$ cat config.mk
export PLATFORM = sky130hd
export DESIGN_NAME = bf3_ctrl
export DESIGN_NICKNAME = d
export VERILOG_FILES = /design/src/sv/bf3_pkg.sv /design/src/sv/bf3_ctrl.sv
export SDC_FILE = /design/constraint.sdc
export NUM_CORES = 1
export LEC_CHECK = 0
export BUFFER_PORTS_ARGS = -buffer_cell sky130_fd_sc_hd__buf_4
export CAP_MARGIN = 20
export CORE_MARGIN = 3
export CORE_UTILIZATION = 25
export DETAILED_ROUTE_END_ITERATION = 8
export GPL_TIMING_DRIVEN = 0
export SLEW_MARGIN = 20
export SYNTH_ARGS = -nofsm -noshare
export SYNTH_HDL_FRONTEND = slang
export SYNTH_SLANG_ARGS = --single-unit
$ cat constraint.sdc
create_clock -name clk -period 8.1 [get_ports clk]
set_input_delay 0.81 -clock clk [delete_from_list [all_inputs] [get_ports clk]]
set_output_delay 0.81 -clock clk [all_outputs]
set_load 0.005 [all_outputs]
$ cat src/sv/bf3_pkg.sv
`default_nettype none
// ============================================================================
// bf3_pkg
// Shared constants and types for the 3x3 box (mean) filter.
// ============================================================================
package bf3_pkg;

    // Default values for the top-level parameters.
    localparam int DEF_MAX_WIDTH  = 1024;
    localparam int DEF_PIXEL_BITS = 8;

    // Fixed field widths of the stream and configuration ports.
    localparam int PIXEL_IN_BITS     = 8;
    localparam int PIXEL_OUT_BITS    = 8;
    localparam int OUT_ROW_BITS      = 12;
    localparam int OUT_COL_BITS      = 10;
    localparam int FRAME_WIDTH_BITS  = 11;
    localparam int FRAME_HEIGHT_BITS = 13;
    localparam int BORDER_BITS       = 8;
    localparam int CFG_INDEX_BITS    = 2;
    localparam int CFG_DATA_BITS     = 13;
    localparam int IN_TDATA_BITS     = 8;
    localparam int OUT_TDATA_BITS    = 32;

    // Frame geometry limits and reset values.
    localparam int MIN_DIM        = 3;
    localparam int MAX_HEIGHT     = 4096;
    localparam int RESET_WIDTH    = 640;
    localparam int RESET_HEIGHT   = 480;
    localparam int RESET_BORDER   = 255;

    // Configuration register indexes.
    localparam logic [CFG_INDEX_BITS-1:0] REG_FRAME_WIDTH  = 2'd0;
    localparam logic [CFG_INDEX_BITS-1:0] REG_FRAME_HEIGHT = 2'd1;
    localparam logic [CFG_INDEX_BITS-1:0] REG_BORDER_VALUE = 2'd2;

    // Frame settings that do not depend on the parameters.
    typedef struct packed {
        logic [FRAME_HEIGHT_BITS-1:0] height;
        logic [BORDER_BITS-1:0]       border;
    } cfg_t;

    // Output position of the beat held in the first stage.
    typedef struct packed {
        logic                    emit;
        logic                    last;
        logic [OUT_ROW_BITS-1:0] row;
    } pos_t;

    // Per-result information carried from the window stage to the output.
    typedef struct packed {
        logic                    border;
        logic                    last;
        logic [OUT_ROW_BITS-1:0] row;
    } meta_t;

endpackage
`default_nettype wire

$ cat src/sv/bf3_ctrl.sv
`default_nettype none
// ============================================================================
// bf3_ctrl
// Configuration registers, raster position counters and the first stage.
// ============================================================================
module bf3_ctrl #(
    parameter int MAX_WIDTH  = bf3_pkg::DEF_MAX_WIDTH,
    parameter int PIXEL_BITS = bf3_pkg::DEF_PIXEL_BITS
) (
    input  wire logic                                clk,
    input  wire logic                                rst_n,
    input  wire logic                                cfg_wr_en,
    input  wire logic [bf3_pkg::CFG_INDEX_BITS-1:0]  cfg_index,
    input  wire logic [bf3_pkg::CFG_DATA_BITS-1:0]   cfg_wdata,
    input  wire logic                                in_valid,
    input  wire logic [bf3_pkg::PIXEL_IN_BITS-1:0]   in_pixel,
    input  wire logic                                in_pad,
    input  wire logic                                adv1,
    output logic [$clog2(MAX_WIDTH)-1:0]             col,
    output logic [PIXEL_BITS-1:0]                    in_pix,
    output logic [$clog2(MAX_WIDTH+1)-1:0]           width,
    output bf3_pkg::cfg_t                            cfg,
    output logic                                     s1_valid,
    output bf3_pkg::pos_t                            s1_pos,
    output logic [$clog2(MAX_WIDTH)-1:0]             s1_col,
    output logic [PIXEL_BITS-1:0]                    s1_pix
);

    localparam int CW = $clog2(MAX_WIDTH);
    localparam int WW = $clog2(MAX_WIDTH + 1);
    localparam int HB = bf3_pkg::FRAME_HEIGHT_BITS;
    localparam int RESET_W = (bf3_pkg::RESET_WIDTH > MAX_WIDTH) ? MAX_WIDTH
                                                                : bf3_pkg::RESET_WIDTH;

    logic [WW-1:0]   width_reg;
    logic [WW-1:0]   width_next;
    logic [HB-1:0]   height_reg;
    logic [HB-1:0]   height_next;
    logic [bf3_pkg::BORDER_BITS-1:0] border_reg;
    logic [HB-1:0]   row_cnt_reg;
    logic [HB-1:0]   row_cnt_next;
    logic [CW-1:0]   col_cnt_reg;
    logic [CW-1:0]   col_cnt_next;
    logic            s1_valid_reg;
    bf3_pkg::pos_t   s1_pos_reg;
    bf3_pkg::pos_t   s1_pos_next;
    logic [CW-1:0]   s1_col_reg;
    logic [CW-1:0]   s1_col_next;
    logic [PIXEL_BITS-1:0] s1_pix_reg;
    logic [PIXEL_BITS-1:0] pix_value;
    logic [CW:0]     col_inc;
    logic [HB-1:0]   row_full;
    logic            accept;
    logic            wr_geom;
    logic [bf3_pkg::FRAME_WIDTH_BITS-1:0] wr_width;

    assign accept   = in_valid && adv1;
    assign wr_width = cfg_wdata[bf3_pkg::FRAME_WIDTH_BITS-1:0];
    assign wr_geom  = cfg_wr_en && ((cfg_index == bf3_pkg::REG_FRAME_WIDTH) ||
                                    (cfg_index == bf3_pkg::REG_FRAME_HEIGHT));

    // Out-of-range geometry is clamped once, when it is written.
    always_comb
    begin
        if (wr_width < bf3_pkg::FRAME_WIDTH_BITS'(bf3_pkg::MIN_DIM))
            width_next = WW'(bf3_pkg::MIN_DIM);
        else if (32'(wr_width) > MAX_WIDTH)
            width_next = WW'(MAX_WIDTH);
        else
            width_next = WW'(wr_width);

        if (cfg_wdata < HB'(bf3_pkg::MIN_DIM))
            height_next = HB'(bf3_pkg::MIN_DIM);
        else if (32'(cfg_wdata) > bf3_pkg::MAX_HEIGHT)
            height_next = HB'(bf3_pkg::MAX_HEIGHT);
        else
            height_next = cfg_wdata;
    end

    always_ff @(posedge clk or negedge rst_n)
    begin
        if (!rst_n)
        begin
            width_reg  <= WW'(RESET_W);
            height_reg <= HB'(bf3_pkg::RESET_HEIGHT);
            border_reg <= bf3_pkg::BORDER_BITS'(bf3_pkg::RESET_BORDER);
        end
        else if (cfg_wr_en)
        begin
            unique case (cfg_index)
                bf3_pkg::REG_FRAME_WIDTH:  width_reg  <= width_next;
                bf3_pkg::REG_FRAME_HEIGHT: height_reg <= height_next;
                bf3_pkg::REG_BORDER_VALUE: border_reg <= cfg_wdata[bf3_pkg::BORDER_BITS-1:0];
                default:                   ;
            endcase
        end
    end

    assign pix_value = in_pad ? '0 : PIXEL_BITS'(in_pixel);
    assign col_inc   = (CW+1)'(col_cnt_reg) + (CW+1)'(1);
    assign row_full  = (col_cnt_reg != '0) ? row_cnt_reg - HB'(1) : row_cnt_reg - HB'(2);

    // The output position trails the input position by one row plus one pixel.
    always_comb
    begin
        s1_pos_next.emit = (row_cnt_reg >= HB'(2)) ||
                           ((row_cnt_reg == HB'(1)) && (col_cnt_reg != '0));
        s1_pos_next.last = (row_cnt_reg == height_reg + HB'(1)) && (col_cnt_reg == '0);
        s1_pos_next.row  = row_full[bf3_pkg::OUT_ROW_BITS-1:0];
        s1_col_next      = (col_cnt_reg != '0) ? col_cnt_reg - CW'(1)
                                               : CW'(width_reg - WW'(1));

        if (s1_pos_next.last)
        begin
            row_cnt_next = '0;
            col_cnt_next = '0;
        end
        else if (col_inc >= (CW+1)'(width_reg))
        begin
            row_cnt_next = row_cnt_reg + HB'(1);
            col_cnt_next = '0;
        end
        else
        begin
            row_cnt_next = row_cnt_reg;
            col_cnt_next = col_inc[CW-1:0];
        end
    end

    always_ff @(posedge clk or negedge rst_n)
    begin
        if (!rst_n)
        begin
            row_cnt_reg  <= '0;
            col_cnt_reg  <= '0;
            s1_valid_reg <= 1'b0;
        end
        else
        begin
            if (wr_geom)
            begin
                row_cnt_reg <= '0;
                col_cnt_reg <= '0;
            end
            else if (accept)
            begin
                row_cnt_reg <= row_cnt_next;
                col_cnt_reg <= col_cnt_next;
            end
            if (adv1)
                s1_valid_reg <= in_valid;
        end
    end

    always_ff @(posedge clk)
    begin
        if (accept)
        begin
            s1_pos_reg <= s1_pos_next;
            s1_col_reg <= s1_col_next;
            s1_pix_reg <= pix_value;
        end
    end

    assign col        = col_cnt_reg;
    assign in_pix     = pix_value;
    assign width      = width_reg;
    assign cfg.height = height_reg;
    assign cfg.border = border_reg;
    assign s1_valid   = s1_valid_reg;
    assign s1_pos     = s1_pos_reg;
    assign s1_col     = s1_col_reg;
    assign s1_pix     = s1_pix_reg;

endmodule
`default_nettype wire

# Word level (Yosys, flattened, before mapping)
# Index checks and enable logic that the tools add are counted.
# totals
register_bits,88
input_bits,29
out_inout_bits,83
# op_classes
n_addsub,7
n_lt_le_gt_ge,6
n_eq_ne,4
mux,15
reduce_logical,15
# op_table
cell,count
13-bit 2-to-1 mux,6
10-bit 2-to-1 mux,5
13-bit by 1-bit adder with 13-bit output (second input constant),2
11-bit 2-to-1 mux,2
10-bit by 1-bit subtractor with 10-bit output (second input constant),2
13-bit by 1-bit == test with 1-bit output (second input constant),1
13-bit == test,1
13-bit by 2-bit >= comparator with 1-bit output (second input constant),1
13-bit greater-than comparator (second input constant),1
13-bit by 2-bit less-than comparator with 1-bit output (second input constant),1
12-bit 2-to-1 mux,1
12-bit by 1-bit subtractor with 12-bit output (second input constant),1
12-bit by 2-bit subtractor with 12-bit output (second input constant),1
10-bit by 1-bit adder with 11-bit output (second input constant),1
11-bit >= comparator,1
11-bit greater-than comparator (second input constant),1
11-bit by 2-bit less-than comparator with 1-bit output (second input constant),1
10-bit logical NOT,1
10-bit nonzero test,1
8-bit 2-to-1 mux,1
2-bit AND reduction,4
1-bit logical AND,4
3-bit nonzero test,1
2-bit by 1-bit == test with 1-bit output (second input constant),1
4 further kinds,5

# Logic depth before layout (Yosys ltp)
# Gate-level depths: netlist of run 1.
# depth
depth_word,6
ltp_mapped,16

# Worst setup path after synthesis of run 1
# OpenSTA, ideal clock, no wires.
# synth_timing
kind,reg2reg
startpoint,"register col_cnt_reg[2], in the netlist col[2]"
endpoint,register row_cnt_reg[2]
setup_time_ns,0.068
t_arrival_ns,3.562
required_time_ns,8.032
setup_slack_ns,4.470
stages_incl_launch_ff,16
n_path_buf,3
path_cell_list,dfrtp_1 clkbuf_1 nand3_1 or3_1 clkbuf_1 nor2_1 nand3_1 xnor2_1 ha_1 a21o_1 a2111oi_0 o2111ai_1 and2_1 clkbuf_1 a2111oi_0 a311o_1
# synth_via
elab_chain_len,5
elab_cells_between_ends,9
cone_classes,add/sub: 1; order compare: 1; mux: 3; reduce/logical: 4
# synth_rtl
element,line_no,rtl
from (decl),bf3_ctrl.sv:42,logic [CW-1:0] col_cnt_reg;
from (signal assigned),bf3_ctrl.sv:148,col_cnt_reg <= col_cnt_next;
"parallel branches: the longest is 5 deep, another holds 10-bit by 1-bit adder with 11-bit output",n/a,
to (signal assigned),bf3_ctrl.sv:147,row_cnt_reg <= row_cnt_next;
to (decl),bf3_ctrl.sv:40,logic [HB-1:0] row_cnt_reg;
# Several ways; the timed one is not identified. The select of a mux whose other input is x is not followed.
# A chain may end at the register's enable or synchronous reset.

# Worst setup path after layout of run 1
# layout_timing
startpoint,"register col_cnt_reg[2], in the netlist col[2]"
endpoint,"register col_cnt_reg[0], in the netlist col[0]"
# layout_via
elab_chain_len,6
elab_cells_between_ends,8
cone_classes,add/sub: 1; order compare: 1; mux: 4; reduce/logical: 2
# layout_rtl
element,line_no,rtl
10-bit by 1-bit adder with 11-bit output,bf3_ctrl.sv:100,assign col_inc = (CW+1)'(col_cnt_reg) + (CW+1)'(1);
11-bit >= comparator,bf3_ctrl.sv:118,else if (col_inc >= (CW+1)'(width_reg))
10-bit 2-to-1 mux,bf3_ctrl.sv:118,
10-bit 2-to-1 mux *,bf3_ctrl.sv:113,if (s1_pos_next.last)
10-bit 2-to-1 mux *,bf3_ctrl.sv:145,else if (accept)
10-bit 2-to-1 mux *,bf3_ctrl.sv:140,if (wr_geom)
# Mark *: on every way between the ends. The rest lies on a longest branch, timed or not. The select of a mux whose other input is x is not followed.

==> reports/results.ini, run 1 <==
[clock_network]
cts_root_buffer = clkbuf_16
htree_levels = 3
ctsHoldBuffers = 0
cts_setup_buffers = 0
cts_buffer_depth = 2
cts_tree = done
numCtsBuffers = 9
clock-sinks = 88
path_clk_slew_ps = 70
clock_latency_ps = 360
cts_resized = 0

[logic_synthesis]
synthTopCellsByArea = dfrtp_1, edfxtp_1, dfstp_2
ys_ff_latch = 88
yosysSeqAreaShare_pct = 45.0
synthesis.nets = 586
yosysTopAreaCell = dfrtp_1
syn_avg_cell_area_um2 = 9.88
yosysTopAreaCellShare_pct = 19.9
ys_warn_count = 0
syn-instance-count = 535
synth_edf_count = 32
synthDistinctLibCells = 62
synthArstFlopShare_pct = 63.6
netlist_area_um2 = 5290
ys.flop_type = dfrtp_1
ys_top_cells_by_count = dfrtp_1, nand2_1, nor2_1

[worst_setup_path]
reg2reg_slack_ps = 3420
critPathCaptureType = register
crit_family = simple AND/OR/NAND/NOR gates
crit_slowest_cell = a2111oi_0
regToRegStartpoint = col[2]$_DFFE_PN0P_
crit_chain = clkbuf_1 > nand3_1 > or3_1 > clkbuf_1 > nor2_1 > nand3_1 > xnor2_1 > ha_1 > a21o_1 > a2111oi_0 > o2111ai_1 > nand2_1 > nand2_1 > nor3_1 > mux2_2
path_buf_inv = 2
worst_path_largest_cell_delay_ps = 640
path_class = register to register
cp_max_fo = 8
r2r_end = col[0]$_DFFE_PN0P_
startpoint_type = register
critical_path_arrival_ps = 4970
worst_ep_required_time_ps = 8390
rr_worst_depth = 15

[pwr]
power.internal_mw = 1.04
p_leak_nw = 2.80
p_sw_share_pct = 35.3
p_total_mw = 1.61
p_sw_mw = 0.568
power_frac_comb_pct = 36.7
powerDensity_nw_per_um2 = 239
clock_power_share_pct = 24.6
peakVddDrop_mv = 0.115
power_frac_seq_pct = 38.7

[timing]
grt_setup_unrepaired = false
fin_setup_tns_ps = 0
fmax_ghz = 0.214
max-slew-margin-rel_pct = 45.1
hold_viol_final = 0
tightest_slew_ps = 817
final-max-slew-violation-count = 0
min_period_ps = 4680
fin_crit_sh_pct = 57.7
skew_ps = 9.24
setup_viol = 0

[cells_and_area]
syn_to_final_growth_pct = 27.1
drive_gt1_share_pct = 25.4
diodes = 0
utilization_pct = 32.8
nets = 707
largest_register_ff_count = 14

[global_route]
grt_pass1_vias = 4332
grt_overflow = 0
grt_max_degree = 57
grt.total_usage_pct = 13.8
antenna_found_initial = 0
grt_pass1_wl_mm = 24.5

[placed_design]
dp_hpwl_mm = 11.6
port_buffers = 110
globalplace.congestion = 0.864

[floorplanning]
core.rowCount = 52
start_util_pct = 25.8
ios = 112
die_w_um = 151
die_y_um = 151
core_um2 = 20500
die-area_um2 = 22900

[drt]
drt_iter0_markers = 278
wl_per_cell_um = 16.3
viasPerCell = 4.78
drc = 0
ant_nets = 0
vias = 4449
firstDrtPassIters = 5
routed_wl_mm = 15.2

[job]
drv_cap = 0

[outcome]
outcome = finished, final reports clean

[min_path]
hold_path_class = primary input to asynchronous set/reset pin

==> metrics by stage <==
step	setup slack (ps)	cell area (um2)	cells	hold WS, ps
3_5_place_dp	3540	6450	915	514
6_report	3420	6720	931	503
2_1_floorplan	4470	5290	535	481
3_3_place_gp	3540	6450	915	500
4_1_cts	3500	6720	931	525
5_1_grt	2930	6720	931	561
==> worst reg2reg max path: stages (launching register included) <==
cell and delay [ps]:
dfrtp_1 340, clkbuf_1 340, nand3_1 170, or3_1 350, clkbuf_1 190, nor2_1 320
nand3_1 140, xnor2_1 180, ha_1 190, a21o_1 160, a2111oi_0 640, o2111ai_1 320
nand2_1 310, nand2_1 250, nor3_1 460, mux2_2 250
==> cells by family (layout without fill, tap and decap cells) <==
| group | count (synthesis) | count (layout) | share of synthesized area, % |
|---|---|---|---|
| simple gates | 197 | 197 | 20.0 |
| compound gates | 112 | 112 | 15.2 |
| flops | 88 | 88 | 45.0 |
| buf+inv | 59 | 185 | 4.40 |
| xor+xnor | 37 | 37 | 6.13 |
| fa+ha+maj | 22 | 22 | 5.21 |
| mux | 20 | 20 | 4.07 |
==> how the worst max path moves through the flow <==
stage | start | end | slack (ps) | cells past startpoint
3_3_place_gp | col[2]$_DFFE_PN0P_ | col[0]$_DFFE_PN0P_ | 3540 | 15
4_1_cts | col[2]$_DFFE_PN0P_ | col[0]$_DFFE_PN0P_ | 3500 | 15
3_5_place_dp | col[2]$_DFFE_PN0P_ | col[0]$_DFFE_PN0P_ | 3540 | 15
2_1_floorplan | col[2]$_DFFE_PN0P_ | row_cnt_reg[2]$_DFFE_PN0P_ | 4470 | 15
6_report | col[2]$_DFFE_PN0P_ | col[0]$_DFFE_PN0P_ | 3420 | 15
5_1_grt | col[2]$_DFFE_PN0P_ | col[0]$_DFFE_PN0P_ | 2930 | 15
==> final cells by class <==
type / instances / area, um2
plain buffers: 33 / 135
clock buffers: 9 / 225
clock inverters: 7 / 46.3
fillers: 2138 / 13800
inverters: 26 / 97.6
multi-input cells: 388 / 2680
flip-flops and latches: 88 / 2380
well taps: 270 / 338
repair buffers: 110 / 826
==> layer usage <==
| layer | vias up | GRT usage (%) | part of all wire (%) |
|---|---|---|---|
| met2 | 143 | 20.5 | 42 |
| met4 | 0 | 4.81 | 1.9 |
| met1 | 2097 | 19.3 | 48 |
| li1 | 2184 | - | - |
| met5 | - | 0 | 0 |
| met3 | 25 | 3.74 | 7.1 |
==> power groups by stage <==
stage	registers [mW]	logic [mW]	clock network (mW)
detailed placement	0.633	0.594	0
finish	0.624	0.591	0.395
floorplan	0.619	0.372	0
CTS	0.625	0.597	0.410
global route	0.635	0.666	0.426
global placement	0.631	0.591	0
==> layout by cell type, fill, tap and decap left out, types with 3 or more instances in the layout <==
master / n
buf_1: 3
mux2i_1: 8
a21oi_1: 16
clkbuf_16: 9
clkinv_2: 3
xnor2_1: 25
o21ai_0: 20
and3_1: 11
buf_4: 110
mux2_2: 12
nand3_1: 20
or2_2: 4
nor2b_1: 17
ha_1: 22
clkinvlp_4: 3
nor3b_1: 3
o21a_1: 3
or3_1: 4
dfstp_2: 14
xor2_1: 12
nand2b_1: 11
a21o_1: 7
nand2_1: 42
nor2_1: 37
buf_2: 3
a22o_1: 20
edfxtp_1: 32
dfrtp_1: 42
o32ai_1: 4
a211oi_1: 4
nor4_1: 7
clkbuf_1: 26
nand4_1: 10
o31ai_1: 14
nor3_1: 16
inv_1: 25
Note: power is estimated with default switching activity, not from simulation.
==> inputs of run 2 (changes only) <==
==> constraint.sdc (replaced) <==
create_clock -name clk -period 4.2 [get_ports clk]
set_input_delay 0.42 -clock clk [delete_from_list [all_inputs] [get_ports clk]]
set_output_delay 0.42 -clock clk [all_outputs]
set_load 0.005 [all_outputs]
==> run 2 against run 1 <==
Count of clock-buffer cells in the layout unchanged. Fmax increased by 20%. Cell area rose by 0.47%. Worst hold slack got worse by 380 ps. Register-to-register slack lost 3100 ps. Sequential power is 97% higher. Wire length up 0.43%. Core utilization up 0.15 points. Total power up 93%. Non-clock buffer count shrank 2. Critical path depth is 1 lower. Highest routed layer unchanged.
==> reports/results.ini, run 2 (synthesis gave the netlist of run 1 again) <==
[outcome]
outcome = finished, final reports clean

[clock_network]
cts_tree = done
cts_setup_buffers = 0  ; unchanged
clock-sinks = 88  ; unchanged
clock_latency_ps = 360  ; about the same
cts_buffer_depth = 2  ; unchanged
htree_levels = 3  ; unchanged
path_clk_slew_ps = 70  ; about the same
cts_root_buffer = clkbuf_16
numCtsBuffers = 9  ; unchanged

[timing]
fmax_ghz = 0.256  ; +20%
fin_ws_ps = 293  ; -3130 ps
min_period_ps = 3910  ; -771 ps
hold_viol_final = 0  ; unchanged
fin_setup_tns_ps = 0  ; unchanged
fin_crit_sh_pct = 93.0  ; +35 points
tightest_slew_ps = 807  ; -10.5 ps
setup_viol = 0  ; unchanged
final-max-slew-violation-count = 0  ; unchanged
max-slew-margin-rel_pct = 45.8  ; +0.70 points
skew_ps = 9.36  ; +0.114 ps
grt_setup_unrepaired = false

[min_path]
hold_path_class = primary input to asynchronous set/reset pin

[global_route]
grt_max_degree = 57  ; unchanged
grt.total_usage_pct = 13.9  ; +0.050 points
grt_pass1_vias = 4345  ; +0.30%
grt_overflow = 0  ; unchanged
antenna_found_initial = 0  ; unchanged
grt_pass1_wl_mm = 24.6  ; +0.37%

[drt]
vias = 4431  ; -0.40%
wl_per_cell_um = 16.4  ; +0.65%
viasPerCell = 4.77  ; -0.19%
drt_iter0_markers = 292  ; +5.0%
firstDrtPassIters = 4  ; -1
routed_wl_mm = 15.3  ; +0.43%
ant_nets = 0  ; unchanged
drc = 0  ; unchanged

[worst_setup_path]
startpoint_type = register
critPathCaptureType = register
rr_worst_depth = 14  ; -1
critical_path_arrival_ps = 4170  ; -800 ps
worst_ep_required_time_ps = 4460  ; -3930 ps
cp_max_fo = 10  ; +2
path_class = register to register

[placed_design]
dpl_cell_area_um2 = 6450  ; unchanged
dp_hpwl_mm = 11.6  ; unchanged
dp.cells = 915  ; unchanged
post-place-ws_ps = -364  ; -3900 ps
globalplace.congestion = 0.864  ; unchanged
port_buffers = 110  ; unchanged

[cells_and_area]
drive_gt1_share_pct = 26.7  ; +1.3 points
n_fill_cell = 2140  ; +0.094%
diodes = 0  ; unchanged
largest_register_ff_count = 14  ; unchanged
layout_common_cells = buf_4, nand2_1, dfrtp_1
layout_commonest_cell = buf_4
syn_to_final_growth_pct = 27.7
nets = 705  ; -0.28%
fin_cells = 929  ; -0.21%
final_area_um2 = 6750  ; +0.47%

[pwr]
powerDensity_nw_per_um2 = 460  ; +92%
peakVddDrop_mv = 0.222  ; +92%
p_leak_nw = 2.80  ; about the same

[floorplanning]
core_um2 = 20500  ; unchanged
die-area_um2 = 22900  ; unchanged
die_y_um = 151  ; unchanged
start_util_pct = 25.8  ; unchanged
core.rowCount = 52  ; unchanged
ios = 112  ; unchanged
die_w_um = 151  ; unchanged

[job]
drv_cap = 0  ; unchanged

-- run 2: power breakdown --
part	internal, mW	switching [mW]
Clock	0.400	0.362
Combinational	0.527	0.590
Sequential	1.08	0.147
Total	2.01	1.10
-- run 2: final cells by class --
type                    instances  area (um2)  share of cell area (%)
multi-input cells             388        2710                    40.1
flip-flops and latches         88        2380                    35.3
repair buffers                110         826                    12.2
well taps                     270         338                    5.00
clock buffers                   9         225                    3.33
plain buffers                  31         128                    1.89
inverters                      26        97.6                    1.44
clock inverters                 7        46.3                   0.685
-- run 2: worst paths after layout --
check                                     start                         end  slack [ps]
max                          col[1]$_DFFE_PN0P_  row_cnt_reg[9]$_DFFE_PN0P_         290
max in group asynchronous                 rst_n          col[2]$_DFFE_PN0P_        3550
min reg2reg                width[9]$_DFFE_PN1P_        width[9]$_DFFE_PN1P_         520
max reg2reg                  col[1]$_DFFE_PN0P_  row_cnt_reg[9]$_DFFE_PN0P_         290
min                                       rst_n  height_reg[12]$_DFFE_PN0P_         120
min in group clk                           adv1        s1_valid$_DFFE_PN0P_         270
-- run 2: what timing repair did --
item	in CTS	in global routing
hold buffers	0	0
setup endpoints to repair	17	22
gates resized for setup	3	8
-- run 2: layer usage --
metal  wire length [um]  vias up  global-route usage [%]
met4                296        0                    4.81
met2               6600      129                    20.7
met1               7350     2099                    19.3
li1                   -     2179                       -
met5                  0        -                       0
met3               1020       24                    3.74
-- run 2: metrics by stage --
stage	hold WS (ps)	util [%]	power, mW
after floorplan	124	-	1.91
after global placement	500	31.5	2.36
after detailed placement	514	31.5	2.37
after CTS	154	32.9	3.15
after global routing	172	33.0	3.33
final	120	33.0	3.11
-- run 2: worst max-delay path: stages (launching register included) --
cell and delay, ps:
dfrtp_1 440, ha_1 280, nand3_1 220, nor2_2 240, and3_1 300, and3_1 190, ha_1 240, a21o_1 230
a2111oi_4 380, o2111ai_1 240, and2_1 190, clkbuf_1 250, a311o_1 380, a21o_1 150, o21ai_0 80
==> inputs of run 3 (changes only) <==
--- a/config.mk
+++ b/config.mk
@@ -5,11 +5,11 @@
 export SDC_FILE = /design/constraint.sdc
 export NUM_CORES = 1
 export LEC_CHECK = 0
-export BUFFER_PORTS_ARGS = -buffer_cell sky130_fd_sc_hd__buf_4
 export CAP_MARGIN = 20
 export CORE_MARGIN = 3
 export CORE_UTILIZATION = 25
 export DETAILED_ROUTE_END_ITERATION = 8
+export DONT_BUFFER_PORTS = 1
 export GPL_TIMING_DRIVEN = 0
 export SLEW_MARGIN = 20
 export SYNTH_ARGS = -nofsm -noshare
==> constraint.sdc (replaced) <==
create_clock -name clk -period 4.45 [get_ports clk]
set_input_delay 0.6675 -clock clk [delete_from_list [all_inputs] [get_ports clk]]
set_output_delay 0.6675 -clock clk [all_outputs]
set_load 0.005 [all_outputs]
==> run 3 against run 2 <==
Die area unchanged. Count of clock-buffer cells in the layout up 1. Fmax down 4.5%. Sequential cell count unchanged. Critical path depth up 1. Critical endpoint is now row_cnt_reg[2]$_DFFE_PN0P_.
==> reports/results.ini, run 3 (synthesis gave the netlist of run 1 again) <==
[drt]
drc = 0  ; unchanged
firstDrtPassIters = 5  ; +1
routed_wl_mm = 15.6  ; +2.2%
viasPerCell = 5.04  ; +5.7%
drt_iter0_markers = 333  ; +14%
ant_nets = 0  ; unchanged
wl_per_cell_um = 18.9  ; +15%
vias = 4166  ; -6.0%

[pwr]
power.internal_mw = 1.77  ; -12%
peakVddDrop_mv = 0.229  ; +3.4%
p_sw_share_pct = 36.4  ; +1.0 points
powerDensity_nw_per_um2 = 465  ; +1.0%
p_total_mw = 2.79  ; -10%
power_frac_comb_pct = 32.2  ; -3.7 points
clock_power_share_pct = 25.6  ; +1.1 points
p_leak_nw = 2.29  ; -18%
p_sw_mw = 1.01  ; -7.7%
power_frac_seq_pct = 42.2  ; +2.6 points

[global_route]
grt_pass1_wl_mm = 23.9  ; -2.7%
grt_pass1_vias = 4027  ; -7.3%
grt_max_degree = 34  ; -40%
antenna_found_initial = 0  ; unchanged
grt_overflow = 0  ; unchanged
grt.total_usage_pct = 13.8  ; -0.068 points

[timing]
max-slew-margin-rel_pct = 47.2  ; +1.4 points
fin_ws_ps = 360  ; +66.2 ps
skew_ps = 7.28  ; -2.07 ps
fmax_ghz = 0.244  ; -4.5%
fin_crit_sh_pct = 91.9  ; -1.1 points
grt_setup_unrepaired = false
min_period_ps = 4090  ; +184 ps
fin_setup_tns_ps = 0  ; unchanged
final-max-slew-violation-count = 0  ; unchanged
setup_viol = 0  ; unchanged
tightest_slew_ps = 786  ; -20.8 ps
hold_viol_final = 0  ; unchanged
hold_slack_ps = 130  ; +10.2 ps

[min_path]
hold_path_class = primary input to asynchronous set/reset pin

[placed_design]
dp_hpwl_mm = 11.4  ; -1.2%
post-place-ws_ps = -282  ; +82.0 ps
port_buffers = 0  ; -100%
globalplace.congestion = 0.882  ; +2.0%

[clock_network]
numCtsBuffers = 9  ; unchanged
clock_latency_ps = 350  ; about the same
cts_root_buffer = clkbuf_16
cts_buffer_depth = 2  ; unchanged
htree_levels = 3  ; unchanged
cts_setup_buffers = 0  ; unchanged
cts_tree = done
path_clk_slew_ps = 70  ; about the same
clock-sinks = 88  ; unchanged

[floorplanning]
ios = 112  ; unchanged
start_util_pct = 25.8  ; unchanged
die_y_um = 151  ; unchanged
core_um2 = 20500  ; unchanged
core.rowCount = 52  ; unchanged
die_w_um = 151  ; unchanged
die-area_um2 = 22900  ; unchanged

[cells_and_area]
drive_gt1_share_pct = 11.7  ; -15 points
n_fill_cell = 2187  ; +2.2%
layout_commonest_cell = dfrtp_1
utilization_pct = 29.3  ; -3.7 points
nets = 602  ; -15%
largest_register_ff_count = 14  ; unchanged
diodes = 0  ; unchanged
multi_input_area_um2 = 2710  ; unchanged
layout_common_cells = dfrtp_1, nand2_1, nor2_1
regArea_um2 = 2380  ; -0.16%
syn_to_final_growth_pct = 13.4

[worst_setup_path]
critPathCaptureType = register
critical_path_arrival_ps = 4380  ; +210 ps
worst_ep_required_time_ps = 4740  ; +280 ps
rr_worst_depth = 15  ; +1
startpoint_type = register
path_class = register to register
cp_max_fo = 10  ; unchanged

[outcome]
outcome = finished, final reports clean

[job]
drv_cap = 0  ; unchanged

## run 3: cell types whose count changed in the layout (fill, tap and decap cells not counted), moves of 2 or more
| cell | change |
|---|---|
| dfrtp_2 | -3 |
| dfrtp_1 | +3 |
| clkinv_2 | -2 |
| clkbuf_2 | +2 |
| dlygate4sd3_1 | +4 |
| buf_4 | -110 |
## run 3: critical path: stages, from the launching register on
cell and delay (ps):
dfrtp_1 400, clkbuf_2 240, nand3_1 130, or3_1 320
clkbuf_1 210, nor2_2 250, nand3_1 120, xnor2_1 200
ha_1 210, a21o_1 200, a2111oi_4 390, o2111ai_2 240
and2_1 190, clkbuf_1 220, a2111oi_0 510, a311o_1 180
## run 3: metal layers
metal | vias to the layer above | track usage, % | share of wire (%)
met5 | - | 0 | 0
met4 | 0 | 4.08 | 1.3
met3 | 15 | 4.76 | 8.6
met2 | 168 | 20.7 | 44
met1 | 2010 | 18.7 | 46
li1 | 1973 | - | -
## run 3: worst paths after layout
kind	startpoint	endpoint	slack, ps
hold / removal	rst_n	height_reg[3]$_DFFE_PN0P_	130
setup / recovery	col[2]$_DFFE_PN0P_	row_cnt_reg[2]$_DFFE_PN0P_	360
hold reg to reg	width[9]$_DFFE_PN1P_	width[9]$_DFFE_PN1P_	540
setup reg to reg	col[2]$_DFFE_PN0P_	row_cnt_reg[2]$_DFFE_PN0P_	360
max in group asynchronous	rst_n	width[8]$_DFFE_PN0P_	3360
min in group clk	cfg_wdata[12]	height_reg[1]$_DFFE_PN0P_	410
## run 3: power by group through the flow
stage | logic, mW | clock network (mW) | registers, mW
6_report | 0.898 | 0.714 | 1.18
5_1_grt | 1.01 | 0.769 | 1.20
4_1_cts | 0.882 | 0.740 | 1.18
3_5_place_dp | 0.858 | 0 | 1.20
3_3_place_gp | 0.848 | 0 | 1.20
2_1_floorplan | 0.677 | 0 | 1.13
## run 3: per-stage QoR
stage	std cells	instance area, um2
after detailed placement	805	5630
after global placement	805	5630
final	826	6000
after floorplan	535	5290
after global routing	826	6000
after CTS	826	5970
## run 3: area by class of cell
type | count | area share, %
multi-input cells | 388 | 45.2
flip-flops and latches | 88 | 39.7
well taps | 270 | 5.63
clock buffers | 10 | 3.82
plain buffers | 33 | 2.30
inverters | 26 | 1.63
repair buffers | 5 | 1.00
clock inverters | 6 | 0.730
## run 3: repair_timing
action                                 4_1_cts  5_1_grt
gates cloned                                 0        0
gates resized for setup                      3        7
hold buffers                                 5        0
endpoints found under the hold margin       25        0
setup endpoints to repair                   14       22
